### src/hw/rtl/isort_pkg.sv
// Package for the insertion sorter: default parameters, output constants and
// the command and status structs shared by the controller and the datapath.
// Depends on nothing.
`timescale 1ns / 1ps

package isort_pkg;

    localparam int MAX_ELEMENTS_DEF = 16;
    localparam int VALUE_WIDTH_DEF  = 32;

    localparam int PASS_W = 4;
    localparam logic [PASS_W-1:0] PASS_MAX = 4'd15;

    // Commands from the controller to the datapath.
    typedef struct packed {
        logic load;    // insert the input value into the store this cycle
        logic emit;    // put one result on the outputs this cycle
        logic finish;  // this result ends the run; clear count and flag
    } cmd_t;

    // Status from the datapath to the controller.
    typedef struct packed {
        logic final_out;  // the result shown this cycle is the last one
    } sts_t;

endpackage

### src/hw/rtl/isort_ctrl.sv
// Controller of the insertion sorter: a two-state machine that accepts
// items while collecting and sequences the emission of results.
// Depends on isort_pkg.
`timescale 1ns / 1ps

module isort_ctrl
(
    input  logic              clk,
    input  logic              rst_n,
    input  logic              start,
    input  logic              carries_value,
    input  logic              is_last,
    input  isort_pkg::sts_t   sts,
    output isort_pkg::cmd_t   cmd,
    output logic              busy
);

    typedef enum logic {
        ST_COLLECT,
        ST_EMIT
    } state_t;

    state_t state_reg;
    state_t state_next;
    logic   busy_reg;
    logic   busy_next;
    logic   accept;

    assign accept = start && !busy_reg;

    always_comb
    begin
        state_next = state_reg;
        busy_next  = busy_reg;
        case (state_reg)
            ST_COLLECT:
            begin
                if (accept && is_last)
                begin
                    state_next = ST_EMIT;
                    busy_next  = 1'b1;
                end
            end
            ST_EMIT:
            begin
                if (sts.final_out)
                begin
                    state_next = ST_COLLECT;
                    busy_next  = 1'b0;
                end
            end
            default:
            begin
                state_next = ST_COLLECT;
                busy_next  = 1'b0;
            end
        endcase
    end

    always_ff @(posedge clk or negedge rst_n)
    begin
        if (!rst_n)
        begin
            state_reg <= ST_COLLECT;
            busy_reg  <= 1'b0;
        end
        else
        begin
            state_reg <= state_next;
            busy_reg  <= busy_next;
        end
    end

    assign cmd.load   = accept && carries_value;
    assign cmd.emit   = (state_reg == ST_EMIT);
    assign cmd.finish = (state_reg == ST_EMIT) && sts.final_out;
    assign busy       = busy_reg;

endmodule

### src/hw/rtl/isort_dp.sv
// Datapath of the insertion sorter: a compare-and-shift register array that
// inserts one value per cycle while loading and shifts toward entry zero while emitting.
// Depends on isort_pkg.
`timescale 1ns / 1ps

module isort_dp
#(
    parameter int MAX_ELEMENTS = isort_pkg::MAX_ELEMENTS_DEF,
    parameter int VALUE_WIDTH  = isort_pkg::VALUE_WIDTH_DEF
)
(
    input  logic                          clk,
    input  logic                          rst_n,
    input  isort_pkg::cmd_t               cmd,
    input  logic [VALUE_WIDTH-1:0]        value,
    output isort_pkg::sts_t               sts,
    output logic [VALUE_WIDTH-1:0]        sorted_value,
    output logic                          has_element,
    output logic                          final_result,
    output logic [isort_pkg::PASS_W-1:0]  pass_count,
    output logic                          overflowed
);

    localparam int CNT_W = $clog2(MAX_ELEMENTS + 1);
    localparam int IDX_W = $clog2(MAX_ELEMENTS);
    localparam logic [CNT_W-1:0] CNT_FULL = CNT_W'(MAX_ELEMENTS);

    logic [VALUE_WIDTH-1:0] store_reg  [MAX_ELEMENTS];
    logic [VALUE_WIDTH-1:0] store_next [MAX_ELEMENTS];
    logic [CNT_W-1:0]       count_reg;
    logic [CNT_W-1:0]       count_next;
    logic                   ovf_reg;
    logic                   ovf_next;
    logic [IDX_W-1:0]       idx_reg;
    logic [IDX_W-1:0]       idx_next;
    logic [MAX_ELEMENTS-1:0] gt;
    logic                   full;
    logic                   last_out;
    logic [31:0]            cnt_ext;
    logic [31:0]            pass_ext;

    assign full = (count_reg == CNT_FULL);

    // Each held entry compares itself against the new value in parallel.
    always_comb
    begin
        for (int i = 0; i < MAX_ELEMENTS; i++)
        begin
            gt[i] = (CNT_W'(i) < count_reg) && ($signed(store_reg[i]) > $signed(value));
        end
    end

    always_comb
    begin
        for (int i = 0; i < MAX_ELEMENTS; i++)
        begin
            store_next[i] = store_reg[i];
            if (cmd.emit)
            begin
                if (i < MAX_ELEMENTS - 1)
                begin
                    store_next[i] = store_reg[i + 1];
                end
            end
            else if (cmd.load && !full)
            begin
                if (i > 0 && gt[i - 1])
                begin
                    store_next[i] = store_reg[i - 1];
                end
                else if (gt[i] || (CNT_W'(i) == count_reg))
                begin
                    store_next[i] = value;
                end
            end
        end
    end

    assign last_out = (count_reg == '0) || ((CNT_W'(idx_reg) + 1'b1) == count_reg);

    always_comb
    begin
        count_next = count_reg;
        ovf_next   = ovf_reg;
        idx_next   = idx_reg;
        if (cmd.finish)
        begin
            count_next = '0;
            ovf_next   = 1'b0;
            idx_next   = '0;
        end
        else if (cmd.emit)
        begin
            idx_next = idx_reg + 1'b1;
        end
        else if (cmd.load)
        begin
            if (full)
            begin
                ovf_next = 1'b1;
            end
            else
            begin
                count_next = count_reg + 1'b1;
            end
        end
    end

    always_ff @(posedge clk or negedge rst_n)
    begin
        if (!rst_n)
        begin
            count_reg <= '0;
            ovf_reg   <= 1'b0;
            idx_reg   <= '0;
        end
        else
        begin
            count_reg <= count_next;
            ovf_reg   <= ovf_next;
            idx_reg   <= idx_next;
        end
    end

    always_ff @(posedge clk)
    begin
        for (int i = 0; i < MAX_ELEMENTS; i++)
        begin
            store_reg[i] <= store_next[i];
        end
    end

    // Pass count is elements minus one, zero below two, saturated.
    assign cnt_ext  = 32'(count_reg);
    assign pass_ext = (cnt_ext < 32'd2) ? 32'd0 :
                      ((cnt_ext - 32'd1) > 32'(isort_pkg::PASS_MAX)) ?
                      32'(isort_pkg::PASS_MAX) : (cnt_ext - 32'd1);

    assign sts.final_out = last_out;
    assign has_element   = (count_reg != '0);
    assign sorted_value  = (count_reg != '0) ? store_reg[0] : '0;
    assign final_result  = last_out;
    assign pass_count    = pass_ext[isort_pkg::PASS_W-1:0];
    assign overflowed    = ovf_reg;

endmodule

### src/hw/rtl/insertion_sorter.sv
// Top level of the insertion sorter: joins the controller and the datapath.
// Depends on isort_pkg, isort_ctrl and isort_dp.
//
// Usage. An item transfer happens at a rising edge where start is high and
// busy is low; value, carries_value and is_last are sampled there. Items of a
// set may come in every cycle: each one is inserted into the sorted register
// array in the cycle it is taken, since all entries compare against the new
// value at once and the larger ones shift up by one place.
// An item with is_last high ends the set. From the next cycle busy is high
// and the results follow, one per cycle with strobe high for that single
// cycle, in ascending order; final_result marks the last one. Busy drops
// in the cycle after the final result. An empty set yields one result with
// has_element low. Values that arrive while the store is full are dropped
// and overflowed is raised on every result of that set. The receiver cannot
// stall: each result is valid only while strobe is high. Reset empties the
// store and clears the overflow flag; the stored values themselves are not
// cleared, as only counted entries are ever read.
`timescale 1ns / 1ps

module insertion_sorter
#(
    parameter int MAX_ELEMENTS = isort_pkg::MAX_ELEMENTS_DEF,
    parameter int VALUE_WIDTH  = isort_pkg::VALUE_WIDTH_DEF
)
(
    input  logic                          clk,
    input  logic                          rst_n,
    input  logic                          start,
    output logic                          busy,
    input  logic [VALUE_WIDTH-1:0]        value,
    input  logic                          carries_value,
    input  logic                          is_last,
    output logic                          strobe,
    output logic [VALUE_WIDTH-1:0]        sorted_value,
    output logic                          has_element,
    output logic                          final_result,
    output logic [isort_pkg::PASS_W-1:0]  pass_count,
    output logic                          overflowed
);

    isort_pkg::cmd_t cmd;
    isort_pkg::sts_t sts;

    isort_ctrl u_ctrl
    (
        .clk           (clk),
        .rst_n         (rst_n),
        .start         (start),
        .carries_value (carries_value),
        .is_last       (is_last),
        .sts           (sts),
        .cmd           (cmd),
        .busy          (busy)
    );

    isort_dp
    #(
        .MAX_ELEMENTS (MAX_ELEMENTS),
        .VALUE_WIDTH  (VALUE_WIDTH)
    )
    u_dp
    (
        .clk          (clk),
        .rst_n        (rst_n),
        .cmd          (cmd),
        .value        (value),
        .sts          (sts),
        .sorted_value (sorted_value),
        .has_element  (has_element),
        .final_result (final_result),
        .pass_count   (pass_count),
        .overflowed   (overflowed)
    );

    // A result is shown in every emission cycle.
    assign strobe = cmd.emit;

`ifndef SYNTHESIS
    // Taking the last item of a set starts the emission in the next cycle.
    assert property (@(posedge clk) disable iff (!rst_n)
        (start && !busy && is_last) |=> strobe)
        else $error("emission did not follow the last item");

    // Results stay back to back until the final one.
    assert property (@(posedge clk) disable iff (!rst_n)
        (strobe && !final_result) |=> strobe)
        else $error("gap in the result sequence");

    // After the final result the block takes items again.
    assert property (@(posedge clk) disable iff (!rst_n)
        (strobe && final_result) |=> (!busy && !strobe))
        else $error("block still busy after the final result");

    // A result without an element only ever stands alone.
    assert property (@(posedge clk) disable iff (!rst_n)
        (strobe && !has_element) |-> (final_result && pass_count == '0))
        else $error("empty result inside a run");
`endif

endmodule

### config.mk
export PLATFORM = sky130hd
export DESIGN_NAME = insertion_sorter
export DESIGN_NICKNAME = d
export VERILOG_FILES = /design/src/hw/rtl/isort_pkg.sv /design/src/hw/rtl/isort_ctrl.sv /design/src/hw/rtl/isort_dp.sv /design/src/hw/rtl/insertion_sorter.sv
export SDC_FILE = /design/constraint.sdc
export NUM_CORES = 2
export LEC_CHECK = 0
export BUFFER_PORTS_ARGS = -buffer_cell sky130_fd_sc_hd__buf_2
export CAP_MARGIN = 40
export CORE_MARGIN = 1
export CORE_UTILIZATION = 40
export DETAILED_ROUTE_END_ITERATION = 7
export PLACE_DENSITY = 0.62
export SYNTH_ARGS = -nofsm -noshare
export SYNTH_HDL_FRONTEND = slang
export SYNTH_HIERARCHICAL = 1
export SYNTH_SLANG_ARGS = --single-unit
### constraint.sdc
create_clock -name clk -period 8.3 [get_ports clk]
set_input_delay 0 -clock clk [delete_from_list [all_inputs] [get_ports clk]]
set_output_delay 0 -clock clk [all_outputs]
set_load 0.01 [all_outputs]
==> flow_summary.ini <==
[grt]
grt_max_degree = 153
grt.overflow.total = 0
antenna_found_initial = 4
grt_first_pass_wirelength_mm = 185.3
grt_use_total_pct = 25.20
grt_pass1_vias = 29640

[synthesis]
synth_flop_cell = edfxtp_1
synth.distinct_cells = 72
synthCells = 3671
synth_edf_count = 512
synth_area_um2 = 37980
synthArstFlopShare_pct = 2.290
synth_warnings = 6
syn_avg_cell_area_um2 = 10.34
synthesis.nets = 4226
ys_seq_area_share_pct = 41.28
ys_seq_elements = 524

[critical_path]
crit_required_ns = 8.61
critical-path-max-stage-delay_ns = 0.63
worst_r2r_path_depth = 9
crit_path_end_kind = flip-flop
crit_buf_inv = 5
crit_top_cell = buf_2
cp_max_fo = 19
startpoint_type = primary input
cp_slowest_cell = nor4b_1
crit_type = in -> reg
crit_chain = dlygate4sd3_1 > buf_2 > inv_1 > ha_1 > nand4_1 > nor4b_1 > buf_2 > a21bo_2 > o211ai_1 > a21oi_1 > mux2_2 > and3b_1 > o21ai_4 > buf_4
cp.depth = 14
crit_family = buffers and inverters
crit-reg2reg-launch = u_dp/store_reg[1][127]$_DFFE_PP_
worst-endpoint-arrival_ns = 5.31
reg2reg_setup_slack_ns = 3.63
crit_start = value[15]

[sta]
worst_pin_slew_ns = 0.9950
fmax_mhz = 199.9
fin_skew_ns = 0.01956
setup_tns_ns = 0
fin_ws_ns = 3.297
hold-worst-slack_ns = 0.06829
setup_viol_count_final = 0
finalCritPeriodShare_pct = 60.27
slew_viol_final = 0
rsz0062_at_grt = false
fin_crit_ns = 5.003
hold_viol = 0
slew_headroom_pct = 32.97

[clock_network]
cts_root_buf = clkbuf_16
cts_resized = 0
clk_path_buf_depth = 3
post-cts-setup-buffers = 0
cts_hold_buf = 36
cts_made_buffers = 57
clock-sinks = 524
clock_latency_ns = 0.64
h-tree-depth = 2
cts_tree = done
clk_pin_slew_worst_paths_ns = 0.06

[route]
vias_per_cell = 6.237
drtIter0Drc = 3469
detail_route.wl_per_cell_um = 24.57
firstDrtPassIters = 6
drc = 0
vias = 31180
routed_wl_mm = 122.8
postRouteAntennaNets = 0

[worst_hold_path]
hold_depth = 4
hold_start = carries_value
hp-class = in -> reg

[floorplan]
core-area_um2 = 93750
die_w_um = 310.1
rows = 112
die_area_um2 = 96170
die-height_um = 310.1
start_util_pct = 40.51
io_pins = 78

[final_layout]
postLayoutCoreUtil_pct = 45.15
fin_cells = 4999
largest_reg_flops = 512
drive_gt1_share_pct = 9.193
finalInstanceArea_um2 = 42330
area_growth_syn_to_layout_pct = 11.46
fillers = 8800
nNetsFinal = 4256

[pwr]
leakage_nw = 16.66
power_mw = 16.23
vdd_drop_max_v = 0.0003422
switching_power_mw = 7.097
power_frac_clock_pct = 16.0
p_per_area_nw_per_um2 = 383.6
seqPwrFrac_pct = 36.9
internal_power_mw = 9.137
switching_share_pct = 43.72
power_frac_comb_pct = 47.1

[run]
maxCapViolCount = 0

[placed_design]
dpl.hpwl_mm = 88.46
finalWeightedCongestion = 0.9289
placedInstanceArea_um2 = 40130
dp_cells = 4858
pre_cts_ws_ns = 3.320
portBuffers = 77

[status]
status = completed
## kinds of logic (layout without fill, tap and decap cells)
family | Yosys count | count (layout) | share of synthesized area (%)
AOI/OAI and AO/OA | 992 | 992 | 16.25
and+or+nand+nor | 981 | 981 | 12.38
DFF | 524 | 524 | 41.28
other | 0 | 3 | 0
adders and majority gates | 518 | 518 | 17.07
xor gates and xnor gates | 13 | 13 | 0.2998
buffers and inverters | 290 | 361 | 3.311
muxes | 353 | 353 | 9.410
## worst min-delay path: stages
cell	delay (ns)
buf_2	0.09
and3b_2	0.30
a41oi_1	0.22
nor2_1	0.05
## routing by layer
metal / GRT usage, % / part of all wire, % / vias up
met5: 0 / 0.011 / -
met1: 36.02 / 45 / 15380
li1: - / - / 14290
met3: 5.074 / 8.7 / 180
met4: 7.229 / 2.5 / 2
met2: 38.33 / 44 / 1331
## power groups by stage
stage | clock [mW] | sequential [mW] | combinational (mW)
global route | 2.72 | 6.07 | 8.42
CTS | 2.63 | 5.94 | 7.53
detailed placement | 0 | 5.97 | 7.47
floorplan | 0 | 5.41 | 5.25
global placement | 0 | 6.00 | 7.09
finish | 2.59 | 5.99 | 7.65
## layout make-up
class,instances,area [um2],area share (%)
Clock buffer,73,1516,3.583
Sequential cell,524,15680,37.04
Inverter,65,244.0,0.5764
Multi-Input combinational cell,2857,21310,50.36
Timing Repair Buffer,196,1718,4.059
Antenna cell,3,7.507,0.01774
Clock inverter,27,277.8,0.6563
Tap cell,1254,1569,3.707
## final timing paths
check                                              endpoint
hold / removal                  u_dp/overflowed$_DFFE_PN0P_
setup / recovery           u_dp/store_reg[1][217]$_DFFE_PP_
max in group asynchronous        u_ctrl/state_reg$_DFF_PN0_
min in group asynchronous        u_ctrl/state_reg$_DFF_PN0_
hold reg to reg            u_dp/store_reg[1][160]$_DFFE_PP_
setup reg to reg           u_dp/store_reg[1][132]$_DFFE_PP_
## placed cells by master (no fill, tap or decap), types with 36 or more instances in the layout
cell and instances:
a221o_1 112, buf_4 55, a21oi_1 236, and2_1 38, buf_2 81, mux2i_1 321, edfxtp_1 512, nand3_1 63
clkbuf_16 57, inv_1 63, dlygate4sd3_1 36, o21ai_1 76, ha_1 518, nor3_1 56, nand2_1 503, and4_1 42
o21ai_0 346, nand4_1 111, nor2_1 61
## Yosys cell counts (all sizes together) (14+ instances only)
cell type	n	area, um2
ha	518	6481
edfxtp	512	15370
nand2	503	1888
o21ai	430	2160
mux2i	321	3213
a21oi	245	1256
clkbuf	169	636.9
a221o	112	1121
nand4	111	694.4
nor2	66	250.2
inv	63	236.5
nand3	63	315.3
buf	56	376.6
nor3	56	280.3
and4	42	367.9
and2	40	250.2
o31ai	34	255.2
and3	33	206.5
mux2	32	360.4
a31o	31	271.5
a21o	25	187.7
nor4	21	131.4
o211ai	21	157.7
a211oi	15	112.6
nor2b	15	93.84
a31oi	14	87.58
Power figures use the tool's default switching activity.
